**config.mk**
```make
export PLATFORM = sky130hd
export DESIGN_NAME = mse_alu
export DESIGN_NICKNAME = d
export VERILOG_FILES = /design/src/rtl/mips_subset_instruction_executor_macros.svh /design/src/rtl/mse_pkg.sv /design/src/rtl/mse_alu.sv
export SDC_FILE = /design/constraint.sdc
export NUM_CORES = 1
export LEC_CHECK = 0
export BUFFER_PORTS_ARGS = -buffer_cell sky130_fd_sc_hd__buf_2
export CAP_MARGIN = 20
export CORE_UTILIZATION = 40
export DETAILED_ROUTE_END_ITERATION = 10
export SLEW_MARGIN = 20
export SYNTH_ARGS = -nofsm -noshare
export SYNTH_HDL_FRONTEND = slang
export SYNTH_SLANG_ARGS = --single-unit
```
**constraint.sdc**
```tcl
create_clock -name vclk -period 6.3
set_clock_uncertainty 0.05 [all_clocks]
set_input_delay 0.945 -clock vclk [all_inputs]
set_output_delay 0.945 -clock vclk [all_outputs]
set_load 0.03 [all_outputs]
```
**src/rtl/mips_subset_instruction_executor_macros.svh**
```systemverilog
// Assertion macros used by the executor top module.
// Needs signals named clk and arst_n in the scope where a macro is used.
`ifndef MIPS_SUBSET_INSTRUCTION_EXECUTOR_MACROS_SVH
`define MIPS_SUBSET_INSTRUCTION_EXECUTOR_MACROS_SVH

`ifndef NO_ASSERTIONS
// Checked only while out of reset.
`define MSE_ASSERT(lbl, prop, msg) \
	lbl: assert property (@(posedge clk) disable iff (!arst_n) prop) else $error(msg);
// Checked at every edge, reset included.
`define MSE_ASSERT_ALWAYS(lbl, prop, msg) \
	lbl: assert property (@(posedge clk) prop) else $error(msg);
`else
`define MSE_ASSERT(lbl, prop, msg)
`define MSE_ASSERT_ALWAYS(lbl, prop, msg)
`endif

`endif

```
**src/rtl/mse_pkg.sv**
```systemverilog
// Package of the instruction executor: operation codes, word types, sizes.
// Used by every module of the block; depends on nothing.
`default_nettype none

package mse_pkg;

	localparam int WORD_W        = 32;
	localparam int LINE_W        = 16;
	localparam int REG_COUNT     = 32;
	localparam int REG_ADDR_W    = $clog2(REG_COUNT);
	localparam int MEM_WORDS_DEF = 8192;

	localparam logic [REG_ADDR_W-1:0] RETURN_REG = REG_ADDR_W'(31);

	typedef enum logic [4:0] {
		FN_ADD   = 5'd0,
		FN_SUB   = 5'd1,
		FN_OR    = 5'd2,
		FN_AND   = 5'd3,
		FN_XOR   = 5'd4,
		FN_NOR   = 5'd5,
		FN_SLLV  = 5'd6,
		FN_SRLV  = 5'd7,
		FN_SLT   = 5'd8,
		FN_ADDI  = 5'd9,
		FN_ANDI  = 5'd10,
		FN_ORI   = 5'd11,
		FN_XORI  = 5'd12,
		FN_NORI  = 5'd13,
		FN_SLL   = 5'd14,
		FN_SRL   = 5'd15,
		FN_SLTIU = 5'd16,
		FN_J     = 5'd17,
		FN_JR    = 5'd18,
		FN_JAL   = 5'd19,
		FN_BEQ   = 5'd20,
		FN_BNE   = 5'd21,
		FN_LB    = 5'd22,
		FN_SB    = 5'd23,
		FN_LABEL = 5'd24
	} func_t;

	typedef struct packed {
		logic [4:0]               func;
		logic [REG_ADDR_W-1:0]    dest_reg;
		logic [REG_ADDR_W-1:0]    src_a;
		logic [REG_ADDR_W-1:0]    src_b;
		logic signed [WORD_W-1:0] immediate;
		logic [LINE_W-1:0]        target_line;
	} instr_t;

	typedef struct packed {
		logic [LINE_W-1:0]        next_line;
		logic                     wrote_register;
		logic signed [WORD_W-1:0] written_value;
		logic                     finished;
		logic                     error_code;
	} result_t;

	// Register file write port.
	typedef struct packed {
		logic                  en;
		logic [REG_ADDR_W-1:0] addr;
		logic [WORD_W-1:0]     data;
	} rf_wr_t;

	// What the execute logic decides for one instruction.
	typedef struct packed {
		logic [LINE_W-1:0]     next_line;
		logic                  wr;
		logic [REG_ADDR_W-1:0] wreg;
		logic [WORD_W-1:0]     val;
		logic                  mem_rd;
		logic                  mem_wr;
		logic                  err;
	} exec_t;

endpackage

`default_nettype wire

```
**src/rtl/mse_alu.sv**
```systemverilog
// Execute logic: ALU result, next line, register write and memory access decision.
// Purely combinational; depends on mse_pkg.
`default_nettype none

module mse_alu
	import mse_pkg::*;
#(
	parameter int MEM_WORDS = MEM_WORDS_DEF
)
(
	input  wire instr_t              instr,
	input  wire logic [WORD_W-1:0]   a,
	input  wire logic [WORD_W-1:0]   b,
	input  wire logic [LINE_W-1:0]   line,
	output exec_t                    ex
);

	localparam logic [WORD_W-1:0] MEM_LIMIT = WORD_W'(MEM_WORDS);

	always_comb begin
		logic [WORD_W-1:0] imm;
		logic [LINE_W-1:0] seq;
		logic [LINE_W-1:0] jump;
		imm  = instr.immediate;
		seq  = line + LINE_W'(1);
		jump = instr.target_line + LINE_W'(1);

		ex           = '0;
		ex.next_line = seq;
		ex.wr        = 1'b1;
		ex.wreg      = instr.dest_reg;

		case (instr.func)
			FN_ADD:   ex.val = a + b;
			FN_SUB:   ex.val = a - b;
			FN_OR:    ex.val = a | b;
			FN_AND:   ex.val = a & b;
			FN_XOR:   ex.val = a ^ b;
			FN_NOR:   ex.val = ~(a | b);
			FN_SLLV:  ex.val = a << b[4:0];
			FN_SRLV:  ex.val = a >> b[4:0];
			FN_SLT:   ex.val = WORD_W'($signed(a) < $signed(b));
			FN_ADDI:  ex.val = a + imm;
			FN_ANDI:  ex.val = a & imm;
			FN_ORI:   ex.val = a | imm;
			FN_XORI:  ex.val = a ^ imm;
			FN_NORI:  ex.val = ~(a | imm);
			FN_SLL:   ex.val = a << imm[4:0];
			FN_SRL:   ex.val = a >> imm[4:0];
			FN_SLTIU: ex.val = WORD_W'(a < imm);
			FN_J: begin
				ex.wr        = 1'b0;
				ex.next_line = jump;
			end
			FN_JR: begin
				ex.wr = 1'b0;
				// A negative target falls through to the next line.
				if (!a[WORD_W-1]) begin
					ex.next_line = a[LINE_W-1:0];
				end
			end
			FN_JAL: begin
				ex.wreg      = RETURN_REG;
				ex.val       = WORD_W'({1'b0, line} + (LINE_W+1)'(1));
				ex.next_line = jump;
			end
			FN_BEQ: begin
				ex.wr = 1'b0;
				if (a == b) begin
					ex.next_line = jump;
				end
			end
			FN_BNE: begin
				ex.wr = 1'b0;
				if (a != b) begin
					ex.next_line = jump;
				end
			end
			FN_LB: begin
				if (a >= MEM_LIMIT) begin
					ex.err = 1'b1;
					ex.wr  = 1'b0;
				end else begin
					ex.mem_rd = 1'b1;
				end
			end
			FN_SB: begin
				ex.wr = 1'b0;
				if (a >= MEM_LIMIT) begin
					ex.err = 1'b1;
				end else begin
					ex.mem_wr = 1'b1;
				end
			end
			default: ex.wr = 1'b0;
		endcase
	end

endmodule

`default_nettype wire
```
# Word-level counts from Yosys, hierarchy flattened

Index checks and enable logic that the tools add are counted.

Register bits after elaboration: 0
Input port bits: 148
Output and inout port bits: 57
Logic and storage cells: 62

Add/subtract/negate cells: 6
Mux-type cells: 12
Eq/ne operators: 25
Reductions and logical operators: 4
Bitwise gates (word level): 8
Order comparisons: 3
Shifts and indexed selects: 4

Operators with widths:

| kind                                                                | number |
|---|---|
| case mux 32 bit (18 select lines)                                   | 1 |
| adder 32 bit                                                        | 2 |
| bitwise AND 32 bit                                                  | 2 |
| < comparator 32 bit                                                 | 2 |
| inverter 32 bit                                                     | 2 |
| bitwise OR 32 bit                                                   | 2 |
| case mux 16 bit (4 select lines)                                    | 1 |
| << shifter 32 x 5 -> 32 bit                                         | 2 |
| >> shifter 32 x 5 -> 32 bit                                         | 2 |
| bitwise XOR 32 bit                                                  | 2 |
| two-way mux 16 bit                                                  | 3 |
| == test 5 x 4 -> 1 bit, second input constant                       | 8 |
| == test 5 bit, second input constant                                | 8 |
| adder 16 x 1 -> 16 bit, second input constant                       | 2 |
| == test 32 bit                                                      | 1 |
| greater-or-equal comparator 32 x 14 -> 1 bit, second input constant | 1 |
| != test 32 bit                                                      | 1 |
| subtractor 32 bit                                                   | 1 |
| == test 5 x 3 -> 1 bit, second input constant                       | 4 |
| OR reduction 18 bit                                                 | 1 |
| adder 16 x 1 -> 17 bit, second input constant                       | 1 |
| == test 5 x 2 -> 1 bit, second input constant                       | 2 |
| == test 5 x 1 -> 1 bit, second input constant                       | 1 |
| zero test 5 bit                                                     | 1 |
| 4 further kinds                                                     | 9 |

# Longest topological paths before layout

Depth after elaboration: 3
Mapped depth: 17
Gate-level depth less buffers: 14

# Worst setup path after synthesis

OpenSTA, ideal clock, no wires.

Path type: input to output
Start: in instr[66] (netlist name)
End: out ex[28] (netlist name)
Slack: 610 ps
Stages on the path: 17
Data required time: 5305 ps
Buffers on the path: 3
Arrival: 4695 ps
Cell sequence: buf_2 > nor3b_1 > nand2_1 > clkbuf_1 > nand2_1 > o21ai_0 > ha_1 > clkbuf_1 > nand4_1 > nor4_1 > nor2_1 > a31o_2 > o31ai_1 > a21oi_1 > o21ai_0 > xnor2_1 > o21ai_0

RTL lines:

| item            | line          | text |
|---|---|---|
| start, declared | mse_alu.sv:11 | `input wire instr_t instr,` |
| end, declared   | mse_alu.sv:15 | `output exec_t ex` |

==> out/metrics.cfg <==
[route]
drtIter0Drc = 2123
drt-pass1-iter-count = 5
drt-total-wl_microns = 72200
detail-route-antenna-nets = 0
routed-wl-met2_microns = 31200
wl_met3_microns = 8560
top_layer = met4
via_per_inst = 6.56
wl_per_cell_microns = 27.5
drc_errors = 0
num_vias = 17200
wl_met1_microns = 29700

[flow_run]
drv_cap = 0

[layout]
multi_input_area_sq_um = 12400
nFlopsAndLatches = 0
layout_common_cells = nand2_1, buf_2, mux2i_1
regArea_sq_um = 0
clkbuf_count = 0
fin_nets = 2500
drive_gt1_share_pct = 17.1
final_common_cell = nand2_1
area_growth_syn_to_layout_pct = 14.2
post-route-util_pct = 46.8
nFillCells = 3526

[place]
io_buffers = 195
dp_hpwl_microns = 58100
place.gp.congestion = 1.02

[die]
start_util_pct = 41.0
core_sq_um = 32900
die-area_sq_um = 34400
die_h_microns = 186
dieWidth_microns = 186
row_count = 66
ios = 205

[grt]
grt_use_total_pct = 40.6
grt_pass1_vias = 15700
grt_max_degree = 37
grt_antenna_before_repair = 5
grt_overflow_total = 0
grt_pass1_wl_microns = 103000

[worst_setup_path]
start_kind = primary input
critical_path_required_ns = 5.30
crit_start = instr[66]
end_kind = output pin
arrival_ns = 5.04
cp_max_fo = 13
crit_type = in -> out

[logic_synthesis]
yosys_warnings = 0
avgSynthCellArea_sq_um = 6.73
syn_inst = 2001
yosysUniqueCellTypes = 84
yosysSeqAreaShare_pct = 0
syn_nets = 2317
synth_area_sq_um = 13500

[timing]
timing.fmax_mhz = 166
period_minus_slack_ns = 6.04
setup_tns_ns = 0
finalHoldViolations = 0
slew_headroom_pct = 36.0
worst_pin_slew_ns = 0.961
drv_slew = 0
grt_setup_unrepaired = no
finalCritPeriodShare_pct = 95.8
setup_violations = 0

[clocking]
cts_setup_buffers = 0

[hold_path]
hp-start = instr[61]
hp-class = in -> out

[outcome]
run_status = completed

-- cell families (layout without fill, tap and decap cells) --
logic type      after synthesis  count (layout)  share of synthesized area (%)
mux                         200             200                           16.7
fa+ha+maj                   168             168                           15.7
xor+xnor                    108             108                           7.02
compound gates              635             635                           30.9
simple gates                613             613                           21.2
other cells                   0               1                              0
buf+inv                     277             458                           8.43
-- repair_timing --
item	CTS	global route
endpoints found under the setup margin	0	3
hold buffers	0	0
endpoints found under the hold margin	0	0
resized for setup	0	1
-- final cells by class --
cell class,instances,share of cell area (%)
Multi-Input combinational cell,1724,80.4
Timing Repair Buffer,315,12.5
Antenna cell,1,0.0163
Inverter,143,3.49
Tap cell,442,3.59
-- synthesized netlist by cell type, drive strengths merged, types with 23 or more instances --
cell	number	area (sq um)
nand2	220	833
o21ai	175	891
mux2i	174	1750
ha	166	2080
nor2	147	559
inv	142	533
a21oi	127	651
clkbuf	82	308
xnor2	72	631
nand3	59	300
buf	52	292
o22ai	52	325
nor3	42	210
o221ai	38	333
a211oi	36	270
xor2	36	315
nand2b	30	188
nor4	27	181
o211ai	25	188
a311oi	23	201
-- metrics by stage --
step,hold WS (ns),setup WS (ns),cells,cell area [sq um]
finish,2.17,0.265,2625,15400
detailed placement,2.18,0.236,2624,15400
global placement,2.17,0.282,2624,15400
global route,2.19,0.135,2624,15400
CTS,2.18,0.214,2624,15400
floorplan,2.10,0.610,2001,13500
-- routing by layer --
metal  global-route usage (%)  vias up
li1                         -     7755
met1                     54.5     8231
met2                     64.0     1066
met3                     8.96      156
met4                     12.7        0
met5                        0        -
-- worst paths after layout --
kind / end / slack [ns] / cells after the start
worst min-delay path: ex[38] / 2.17 / 3
worst max-delay path: ex[9] / 0.26 / 17
-- critical path, stage by stage --
cell      delay, ns
buf_4          0.18
nor3b_2        0.29
nand2_2        0.15
mux2_2         0.30
ha_1           0.28
fa_1           0.45
a211oi_1       0.24
nor2_1         0.11
buf_4          0.15
o21ai_0        0.13
nand2b_1       0.14
xor2_1         0.17
a211oi_1       0.48
o21ai_0        0.31
a31oi_1        0.27
o21ai_0        0.20
buf_2          0.24
