<file path="config.mk">
export PLATFORM = sky130hd
export DESIGN_NAME = mse_regfile
export DESIGN_NICKNAME = d
export VERILOG_FILES = /design/src/rtl/mips_subset_instruction_executor_macros.svh /design/src/rtl/mse_pkg.sv /design/src/rtl/mse_regfile.sv
export SDC_FILE = /design/constraint.sdc
export NUM_CORES = 1
export LEC_CHECK = 0
export BUFFER_PORTS_ARGS = -buffer_cell sky130_fd_sc_hd__buf_2
export CAP_MARGIN = 20
export CORE_MARGIN = 4
export CORE_UTILIZATION = 54
export CTS_BUF_LIST = sky130_fd_sc_hd__clkbuf_4 sky130_fd_sc_hd__clkbuf_8
export DETAILED_ROUTE_END_ITERATION = 10
export PLACE_DENSITY = 0.79
export SETUP_SLACK_MARGIN = 0.02
export SLEW_MARGIN = 15
export SYNTH_ARGS = -nofsm -noshare
export SYNTH_HDL_FRONTEND = slang
export SYNTH_SLANG_ARGS = --single-unit
export TNS_END_PERCENT = 20
</file>
<file path="constraint.sdc">
create_clock -name clk -period 2.2 [get_ports clk]
set_input_delay 0.44 -clock clk [delete_from_list [all_inputs] [get_ports clk]]
set_output_delay 0.44 -clock clk [all_outputs]
set_load 0.02 [all_outputs]
</file>
<file path="src/rtl/mips_subset_instruction_executor_macros.svh">
// Assertion macros used by the executor top module.
// Needs signals named clk and arst_n in the scope where a macro is used.
`ifndef MIPS_SUBSET_INSTRUCTION_EXECUTOR_MACROS_SVH
`define MIPS_SUBSET_INSTRUCTION_EXECUTOR_MACROS_SVH

`ifndef NO_ASSERTIONS
// Checked only while out of reset.
`define MSE_ASSERT(lbl, prop, msg) \
	lbl: assert property (@(posedge clk) disable iff (!arst_n) prop) else $error(msg);
// Checked at every edge, reset included.
`define MSE_ASSERT_ALWAYS(lbl, prop, msg) \
	lbl: assert property (@(posedge clk) prop) else $error(msg);
`else
`define MSE_ASSERT(lbl, prop, msg)
`define MSE_ASSERT_ALWAYS(lbl, prop, msg)
`endif

`endif

</file>
<file path="src/rtl/mse_pkg.sv">
// Package of the instruction executor: operation codes, word types, sizes.
// Used by every module of the block; depends on nothing.
`default_nettype none

package mse_pkg;

	localparam int WORD_W        = 32;
	localparam int LINE_W        = 16;
	localparam int REG_COUNT     = 32;
	localparam int REG_ADDR_W    = $clog2(REG_COUNT);
	localparam int MEM_WORDS_DEF = 8192;

	localparam logic [REG_ADDR_W-1:0] RETURN_REG = REG_ADDR_W'(31);

	typedef enum logic [4:0] {
		FN_ADD   = 5'd0,
		FN_SUB   = 5'd1,
		FN_OR    = 5'd2,
		FN_AND   = 5'd3,
		FN_XOR   = 5'd4,
		FN_NOR   = 5'd5,
		FN_SLLV  = 5'd6,
		FN_SRLV  = 5'd7,
		FN_SLT   = 5'd8,
		FN_ADDI  = 5'd9,
		FN_ANDI  = 5'd10,
		FN_ORI   = 5'd11,
		FN_XORI  = 5'd12,
		FN_NORI  = 5'd13,
		FN_SLL   = 5'd14,
		FN_SRL   = 5'd15,
		FN_SLTIU = 5'd16,
		FN_J     = 5'd17,
		FN_JR    = 5'd18,
		FN_JAL   = 5'd19,
		FN_BEQ   = 5'd20,
		FN_BNE   = 5'd21,
		FN_LB    = 5'd22,
		FN_SB    = 5'd23,
		FN_LABEL = 5'd24
	} func_t;

	typedef struct packed {
		logic [4:0]               func;
		logic [REG_ADDR_W-1:0]    dest_reg;
		logic [REG_ADDR_W-1:0]    src_a;
		logic [REG_ADDR_W-1:0]    src_b;
		logic signed [WORD_W-1:0] immediate;
		logic [LINE_W-1:0]        target_line;
	} instr_t;

	typedef struct packed {
		logic [LINE_W-1:0]        next_line;
		logic                     wrote_register;
		logic signed [WORD_W-1:0] written_value;
		logic                     finished;
		logic                     error_code;
	} result_t;

	// Register file write port.
	typedef struct packed {
		logic                  en;
		logic [REG_ADDR_W-1:0] addr;
		logic [WORD_W-1:0]     data;
	} rf_wr_t;

	// What the execute logic decides for one instruction.
	typedef struct packed {
		logic [LINE_W-1:0]     next_line;
		logic                  wr;
		logic [REG_ADDR_W-1:0] wreg;
		logic [WORD_W-1:0]     val;
		logic                  mem_rd;
		logic                  mem_wr;
		logic                  err;
	} exec_t;

endpackage

`default_nettype wire

</file>
<file path="src/rtl/mse_regfile.sv">
// Register file: 32 words, two synchronous read ports, one write port.
// Entries never written read as zero; a read at the edge of a write returns the new data.
// Depends on mse_pkg.
`default_nettype none

module mse_regfile
	import mse_pkg::*;
(
	input  wire logic                  clk,
	input  wire logic                  arst_n,
	input  wire logic                  rd_en,
	input  wire logic [REG_ADDR_W-1:0] ra_addr,
	input  wire logic [REG_ADDR_W-1:0] rb_addr,
	output logic      [WORD_W-1:0]     ra_data,
	output logic      [WORD_W-1:0]     rb_data,
	input  wire rf_wr_t                wr
);

	logic [WORD_W-1:0]    mem [REG_COUNT];
	logic [REG_COUNT-1:0] vld_q;
	logic [WORD_W-1:0]    ma_q, mb_q, byp_q;
	logic                 va_q, vb_q, ha_q, hb_q;

	always_ff @(posedge clk) begin
		if (wr.en) begin
			mem[wr.addr] <= wr.data;
		end
		if (rd_en) begin
			ma_q  <= mem[ra_addr];
			mb_q  <= mem[rb_addr];
			byp_q <= wr.data;
		end
	end

	always_ff @(posedge clk or negedge arst_n) begin
		if (!arst_n) begin
			vld_q <= '0;
			va_q  <= 1'b0;
			vb_q  <= 1'b0;
			ha_q  <= 1'b0;
			hb_q  <= 1'b0;
		end else begin
			if (wr.en) begin
				vld_q[wr.addr] <= 1'b1;
			end
			if (rd_en) begin
				va_q <= vld_q[ra_addr];
				vb_q <= vld_q[rb_addr];
				ha_q <= wr.en && (wr.addr == ra_addr);
				hb_q <= wr.en && (wr.addr == rb_addr);
			end
		end
	end

	assign ra_data = ha_q ? byp_q : (va_q ? ma_q : '0);
	assign rb_data = hb_q ? byp_q : (vb_q ? mb_q : '0);

endmodule

`default_nettype wire

</file>
# Word-level counts from Yosys, hierarchy flattened
# Memories as Yosys holds them, arrays and structs flattened. A register that Yosys moved wholly into a read port is not among the register bits.
# Index checks and enable logic that the tools add are counted.
# word_totals
regBits	68
latch_bits	0
ramBits	1024
mem_bits_ro	0
n_memories	1
# op_classes
add_sub_neg	0
n_mul	0
div_mod_pow	0
magnitude_cmp	4
eq_ne	2
n_shift	0
mux	12
n_bitwise	1
reduce_logical	3
# memory_table
memory	words	width	rd	rd_clocked_by_memory_dff	write_ports	line	source
mem	32	32	2	2	1	mse_regfile.sv:19	logic [WORD_W-1:0] mem [REG_COUNT];
# ops
operator	n
$mux W32	4
$or A32 B32 Y32	1
$lt A5 B6 Y1 const B	3
$bmux W1 S5	2
$eq A5 B5 Y1	2
$demux W1 S5	1
$ge A5 B1 Y1 const B	1
$mux W1	5
$logic_and A1 B1 Y1	3

# Depth between registers and ports, before layout
# Gate-level depths: netlist (run 1).
# logic_depth
word_depth	5
depth_mapped	8

# Worst setup path after synthesis (run 1)
# No wires, ideal clock.
# synth_timing
path_type	input-to-reg
from	input wr[36] in the netlist's numbering
to	memory mem[16][0], enable pin
arrival_time_ns	2.621
path_slack_ns	-0.843
cell_stages	3
n_path_buf	1
path_cell_list	clkbuf_1 -> or3b_2 -> nor2_1
# synth_lines
item	line	source
start, declared	mse_regfile.sv:16	input wire rf_wr_t wr
end, declared	mse_regfile.sv:19	
# Straight into the memory's write port.

# Worst setup path after layout (run 1)
# layout_timing
from	register hb_q
to	output rb_data[12]
# layout_via
elab_chain_len	1
# layout_rtl
item	line	source
start, declared	mse_regfile.sv:22	logic va_q, vb_q, ha_q, hb_q;
start signal, assigned	mse_regfile.sv:50	hb_q <= wr.en && (wr.addr == rb_addr);
$mux W32	mse_regfile.sv:56	assign rb_data = hb_q ? byp_q : (vb_q ? mb_q : '0);
end, declared	mse_regfile.sv:15	output logic [WORD_W-1:0] rb_data,
# No other way between the ends.

==> results by group, run 1 <==
Outcome
  – Outcome: finished with violations
  – Failing checks: negative setup slack

Timing
  – Final period util: 119%
  – Final hold viol count: 0
  – Setup TNS: -21.93 ns
  – Post-layout worst setup margin: -0.421 ns
  – Final Setup Violations: 64
  – Worst Tran Pin Value: approximately 0.66 ns
  – Fin Clk Skew: 0.0290 ns
  – Min Tclk post-route: 2.62 ns
  – Max Freq: 0.382 GHz
  – Unrepaired setup endpoints after global routing: true
  – Slew Viols, Final: 0
  – Max_slew headroom: 55.9%

Routing
  – First drt pass iteration count: 6
  – Vias per cell: 7.10
  – Met3 WL: 23.4 mm
  – M1 wire length: roughly 50 mm
  – Max Used Layer: met5
  – Wire length on met2: 71.6 mm
  – Vias: 28966
  – Routed Antenna Nets: 0
  – # DRC: 0
  – DR WL/cell: about 37 um
  – Initial DRC count: 3933
  – Final wirelength: roughly 150 mm

Logic synthesis
  – Post-synth EDFFs: 1120
  – YS warnings: 0
  – Post-Synthesis Cell Area: 0.0522 mm^2
  – Asr flop ratio synth: 3.11%
  – Post-synth top area share: 64.4%
  – Synth Area per Inst: 22.8 um^2
  – Area leader, netlist: edfxtp_1
  – Synth top area cells: edfxtp_1 64%, mux4_2 28%, dfrtp_1 1.7%
  – Post-synthesis sequential area ratio: approximately two thirds
  – Flops & latches, synth: 1156
  – Net Count, Synth: 2340
  – Syn Inst Count: 2289
  – Cell variety after synth: 37
  – Top FF cell, synth: edfxtp_1

Placement
  – Gpl congestion: 0.867
  – Number of buffers added on ports: 114
  – Post-DP HPWL: about 90 mm
  – Placed cell count: 3729

Hold path
  – Hold Crit Class: input pin to flop
  – WHS Path Cells: 1
  – HP Start: wr[11]
  – Hold endpoint: mem[21][11]$_DFFE_PP_

Clocking
  – TritonCTS clock tree: yes
  – Clk slew on worst S/H paths: about 0.06 ns
  – H-tree level count: 4
  – Clock Sinks: around 1200
  – Longest Clk Path Bufs: 3
  – CTS Root Cell: clkbuf_8
  – Clock latency on the worst-skew pair: approximately 0.87 ns
  – CTS buffer count: 180

Floorplan
  – IO Pins: 115
  – Die height: 319 um
  – Core area: 0.0954 mm^2
  – Die span in x: between 300 and 400 um
  – Starting Density: 54.7%
  – Row count: 113
  – Die ar.: 0.102 mm^2

Setup path
  – R2R Setup Slk: 0.20 ns
  – CP startpoint: hb_q$_DFFE_PN0P_
  – Critical path arrival: 2.18 ns
  – Worst Reg-to-Reg Cells: 3
  – Crit Path Max Fanout: 6
  – CP Capture Type: output pin
  – R2r startpoint: mem[31][31]$_DFFE_PP_
  – Worst EP required: 1.76 ns
  – R2R Path End: ma_q[31]$_DFFE_PP_
  – CP startpoint kind: flop
  – Crit Path Category: flop to output pin

Cells and area
  – Layout Nets: approximately 2700
  – Final Non-Filler Cells: ~4100
  – Area growth syn-to-layout: 17.7%
  – Ratio of cells with drive above 1 in the final layout: 51.5%

Global route
  – Global-route wire length before repair: approximately 220 mm
  – Initial antenna violation count: 12
  – Gr ovfl total: 0
  – Vias in the first global route: roughly 30000
  – Largest net degree at the start of global routing: 39
  – Total Routing Usage GR: 30.2%

Pwr
  – LEAKAGE: approximately 0.020 uW
  – Max IR drop VDD: 0.680 mV
  – Flop pwr share: approximately half
  – Clock network power share: 37.2%
  – Cell Int Power: 36900 uW
  – Pwr/cell area: between 700 and 800 mW/mm^2
  – Combinational power share: 11.0%
  – Switching part of the total: 23.7%
  – Sw power: around 11000 uW

Flow run
  – Max_cap viols: 0
power groups by stage:
| stage | logic, uW | clock network [uW] | registers (uW) |
|---|---|---|---|
| 2_1_floorplan | 2900 | 0 | 25400 |
| 3_3_place_gp | 4690 | 0 | 25500 |
| 3_5_place_dp | 4800 | 0 | 25500 |
| 4_1_cts | 5160 | 18200 | 25100 |
| 5_1_grt | 5530 | 19400 | 25100 |
| 6_report | 5310 | 18000 | 25100 |
state kept, by name, indices dropped and copies added, names as in the netlist:
signal	cells
mb_q	32
va_q	1
hb_q	1
mem	1024
vld_q	32
ha_q	1
ma_q	32
vb_q	1
byp_q	32
stage by stage:
stage          area (um^2)  hold WS (ns)  utilization (%)  power, uW  worst slack, ns
2_1_floorplan        52300         0.144                -      28300           -0.502
3_3_place_gp         57100         0.356             59.8      30200           -0.394
3_5_place_dp         57100         0.365             59.8      30300           -0.423
4_1_cts              61300       0.00575             64.2      48400           -0.418
5_1_grt              61400        0.0586             64.4      50000           -0.444
6_report             61500        0.0576             64.4      48400           -0.421
cell usage after synthesis, drive strengths merged, types with 3 or more instances:
cell type,count
clkbuf,95
nand3,9
nor2b,6
dfrtp,36
nand3b,5
nand2b,4
o21ai,3
xnor2,6
nand2,14
mux2i,30
mux2,64
a21oi,10
and3,4
buf,82
nor2,37
edfxtp,1120
mux4,640
a22oi,4
inv,6
a22o,62
or2,32
final cells by class:
| type | count | area [um^2] |
|---|---|---|
| sequential | 1156 | 34500 |
| multi-input combinational | 950 | 17300 |
| fill | 6005 | 34000 |
| tap | 1265 | 1580 |
| clock buffer | 250 | 3030 |
| timing repair buffer | 368 | 4430 |
| clock inverter | 76 | 520 |
| inverter | 6 | 22.5 |
| antenna | 7 | 17.5 |
critical path, stage by stage, from the launching register on:
cell,delay [ns]
dfrtp_2,0.45
nor2b_4,0.15
buf_12,0.17
buf_16,0.19
a22o_4,0.21
buf_6,0.14
metal layers:
| metal | vias to the layer above | GRT usage [%] |
|---|---|---|
| met3 | 486 | 12.1 |
| met4 | 6 | 12.9 |
| met1 | 15132 | 39.5 |
| met5 | - | 0 |
| li1 | 10987 | - |
| met2 | 2355 | 45.6 |
how the worst max path moves through the flow:
stage | end | slack, ns | depth (start not counted)
3_3_place_gp | mb_q[10]$_DFFE_PP_ | -0.39 | 6
5_1_grt | ra_data[10] | -0.44 | 5
6_report | rb_data[12] | -0.42 | 5
2_1_floorplan | mem[12][0]$_DFFE_PP_ | -0.50 | 3
3_5_place_dp | mb_q[21]$_DFFE_PP_ | -0.42 | 6
4_1_cts | rb_data[17] | -0.42 | 5
placed cells by master (no fill, tap or decap), types with 5 or more instances in the layout:
master / n
edfxtp_1: 1120
clkinv_2: 17
buf_2: 48
a22o_4: 24
buf_6: 48
buf_12: 115
mux4_2: 640
or2_2: 32
mux2i_1: 30
bufinv_16: 5
inv_1: 6
nand3b_1: 5
dlygate4sd3_1: 5
nor2_1: 5
diode_2: 7
mux2_2: 64
xnor2_1: 6
clkbuf_4: 65
nor2_4: 32
inv_8: 7
clkinv_1: 42
nand3_1: 9
a21oi_1: 10
buf_4: 141
a22o_1: 38
clkbuf_8: 185
buf_8: 5
nand2_1: 14
buf_16: 5
dfrtp_1: 34
logic make-up (layout without fill, tap and decap cells):
family	Yosys count	after routing	share of synthesized area [%]
other	0	7	0
AOI/OAI and AO/OA	91	91	1.41
and+or+nand+nor	118	118	1.17
buffers and inverters	183	700	1.59
muxes	734	734	29.6
DFF	1156	1156	66.1
xor gates and xnor gates	7	7	0.117
repair_timing:
action / in CTS / in global routing
hold endpoints to repair: 43 / 0
setup buffers: 7 / 0
gates cloned: 3 / 1
gates resized for setup: 118 / 30
setup endpoints to repair: 64 / 64
hold buffers: 5 / 0
pin swaps: 19 / 23
Power figures use the tool's default switching activity.
==> inputs of run 2 (changes only) <==
--- a/config.mk
+++ b/config.mk
@@ -12,5 +12,5 @@
 export CTS_BUF_LIST = sky130_fd_sc_hd__clkbuf_4 sky130_fd_sc_hd__clkbuf_8
 export DETAILED_ROUTE_END_ITERATION = 10
-export PLACE_DENSITY = 0.79
+export PLACE_DENSITY = 0.82
 export SETUP_SLACK_MARGIN = 0.02
 export SLEW_MARGIN = 15
==> constraint.sdc (replaced) <==
create_clock -name clk -period 2.4 [get_ports clk]
set_input_delay 0.36 -clock clk [delete_from_list [all_inputs] [get_ports clk]]
set_output_delay 0.36 -clock clk [all_outputs]
set_load 0.02 [all_outputs]
==> run 2 against run 1 <==
  * The flow still finishes with violations (negative setup slack)
  * Via count grew 3.7%
  * Die area is the same
  * Cell count grew 1.0%
  * Clock power shrank 8%
  * Sequential share of layout area shrank 0.54 points
  * Sequential power shrank 8.4%
  * Non-clock buffer count grew 50
  * First-iteration DRC count grew 30%
  * Sequential cell count is the same
==> results by group, run 2 (same netlist as run 1, synthesis figures left out) <==
Outcome
  – Outcome: finished with violations
  – Failing checks: negative setup slack

Pwr
  – Pwr/cell area: 719 mW/mm^2 (-8.7%)
  – LEAKAGE: 0.0203 uW (+1.3%)
  – Overall Power: 44600 uW (-7.8%)
  – Max IR drop VDD: 0.606 mV (-11%)

Floorplan
  – IO Pins: 115 (unchanged)
  – Die height: 319 um (unchanged)
  – Die span in x: 319 um (unchanged)
  – Row count: 113 (unchanged)
  – Die ar.: 0.102 mm^2 (unchanged)
  – Core area: 0.0954 mm^2 (unchanged)
  – Starting Density: 54.7% (unchanged)

Global route
  – Vias in the first global route: 31202 (+3.2%)
  – Largest net degree at the start of global routing: 49 (+26%)
  – Gr ovfl total: 0 (unchanged)
  – Initial antenna violation count: 8 (-4)
  – Global-route wire length before repair: 224 mm (+3.3%)
  – Total Routing Usage GR: 31.2% (+0.96 points)

Placement
  – Gpl congestion: 0.898 (+3.5%)
  – Post-DP HPWL: 90.8 mm (+0.56%)
  – Number of buffers added on ports: 114 (unchanged)

Cells and area
  – Top reg by flops: mem
  – Area growth syn-to-layout: 18.9%
  – Ratio of cells with drive above 1 in the final layout: 51.4% (-0.15 points)
  – Max FFs per register: 1024 (unchanged)
  – Layout Nets: 2759 (+1.7%)
  – Filler instances: 5723 (-4.7%)
  – Finished Core Util: 65.0% (+0.62 points)
  – Commonest cells after routing, fill and taps aside: 1120 x edfxtp_1, 640 x mux4_2, 182 x clkbuf_8, 150 x buf_4, 120 x buf_12
  – Commonest non-fill, non-tap cell in the layout: edfxtp_1
  – Multi-input logic area: 0.0174 mm^2 (+0.43%)
  – Sequential cell area: 0.0345 mm^2 (about the same)

Clocking
  – CTS buffer count: 176 (-2.2%)
  – CTS Root Cell: clkbuf_8
  – Clock Sinks: 1156 (unchanged)
  – Longest Clk Path Bufs: 3 (unchanged)
  – H-tree level count: 4 (unchanged)
  – TritonCTS clock tree: yes
  – Clock latency on the worst-skew pair: 0.85 ns (-0.02 ns)
  – Clk slew on worst S/H paths: 0.07 ns (about the same)

Setup path
  – Critical path arrival: 2.16 ns (-0.02 ns)
  – Crit Path Max Fanout: 8 (+2)
  – CP Capture Type: output pin
  – Crit Path Category: flop to output pin
  – Worst EP required: 2.04 ns (+0.28 ns)
  – CP startpoint kind: flop

Timing
  – Unrepaired setup endpoints after global routing: true
  – Slew Viols, Final: 0 (unchanged)
  – Max Freq: 0.397 GHz
  – Min Tclk post-route: 2.52 ns
  – Final period util: 105%
  – Fin Clk Skew: 0.0367 ns (+0.00771 ns)
  – Final Setup Violations: 62 (-3.1%)
  – Setup TNS: -4.02 ns (+17.90 ns)
  – Post-layout worst setup margin: -0.119 ns (+0.301 ns)
  – Max_slew headroom: 37.7% (-18 points)
  – Final hold viol count: 0 (unchanged)
  – Worst Tran Pin Value: 0.934 ns (+0.273 ns)

Routing
  – Vias: 30047 (+3.7%)
  – Routed Antenna Nets: 0 (unchanged)
  – DR WL/cell: 38.2 um (+2.3%)
  – Vias per cell: 7.29 (+2.7%)
  – Final wirelength: 157 mm (+3.3%)
  – # DRC: 0 (unchanged)
  – Initial DRC count: 5094 (+30%)
  – First drt pass iteration count: 6 (unchanged)

Hold path
  – Hold Crit Class: input pin to flop

Flow run
  – Max_cap viols: 0 (unchanged)
==> run 2: final timing paths <==
path | slack (ns) | endpoint | from | depth (start not counted)
setup / recovery | -0.12 | ra_data[16] | va_q$_DFFE_PN0P_ | 5
hold / removal | 0.1 | byp_q[0]$_DFFE_PP_ | rd_en | 1
setup reg to reg | 0.32 | mb_q[6]$_DFFE_PP_ | mem[10][6]$_DFFE_PP_ | 3
hold reg to reg | 0.50 | vld_q[29]$_DFFE_PN0P_ | vld_q[29]$_DFFE_PN0P_ | 1
max in group asynchronous | 1.55 | ha_q$_DFFE_PN0P_ | arst_n | 2
min in group asynchronous | 0.23 | hb_q$_DFFE_PN0P_ | arst_n | 2
==> run 2: layer usage <==
layer / track usage (%) / routed length [um] / up-vias / part of all wire, %
li1: - / - / 11090 / -
met1: 41.3 / 50500 / 15578 / 32
met2: 47.7 / 74000 / 2808 / 47
met3: 9.91 / 24100 / 565 / 15
met4: 15.0 / 8790 / 6 / 5.6
met5: 0 / 46 / - / 0.029
==> run 2: critical path, stage by stage, from the launching register on <==
cell and delay, ns:
dfrtp_1 0.39, nor2b_4 0.21, buf_6 0.16, buf_16 0.20, a22o_1 0.19, buf_6 0.17
==> run 2: report_power, final <==
part,internal (uW),leakage [uW],switching (uW)
registers,22700,0.0106,323
clock network,8710,0.00184,7780
logic,2550,0.00789,2580
==> run 2: area by class of cell <==
type | instances | area share, %
Multi-Input combinational cell | 950 | 28.0
Timing Repair Buffer | 418 | 8.06
Antenna cell | 5 | 0.0202
Clock inverter | 93 | 1.08
Sequential cell | 1156 | 55.7
Inverter | 6 | 0.0363
Clock buffer | 226 | 4.57
Tap cell | 1265 | 2.55
==> run 2: repair_timing <==
item | 4_1_cts | 5_1_grt
endpoints found under the setup margin | 63 | 64
hold endpoints to repair | 959 | 0
resized for setup | 168 | 15
pin swaps | 32 | 17
cloned | 5 | 0
setup buffers | 9 | 4
hold buffers | 33 | 0
==> run 2: stage by stage <==
step | cell area [um^2] | instances | setup WS [ns] | hold slack, ns
after floorplan | 52200 | 2289 | -0.384 | 0.0644
after global placement | 57300 | 3746 | -0.128 | 0.471
after detailed placement | 57300 | 3746 | -0.158 | 0.481
after CTS | 62000 | 4112 | -0.132 | 0.00867
after global routing | 62000 | 4116 | -0.143 | 0.0559
final | 62000 | 4119 | -0.119 | 0.0959
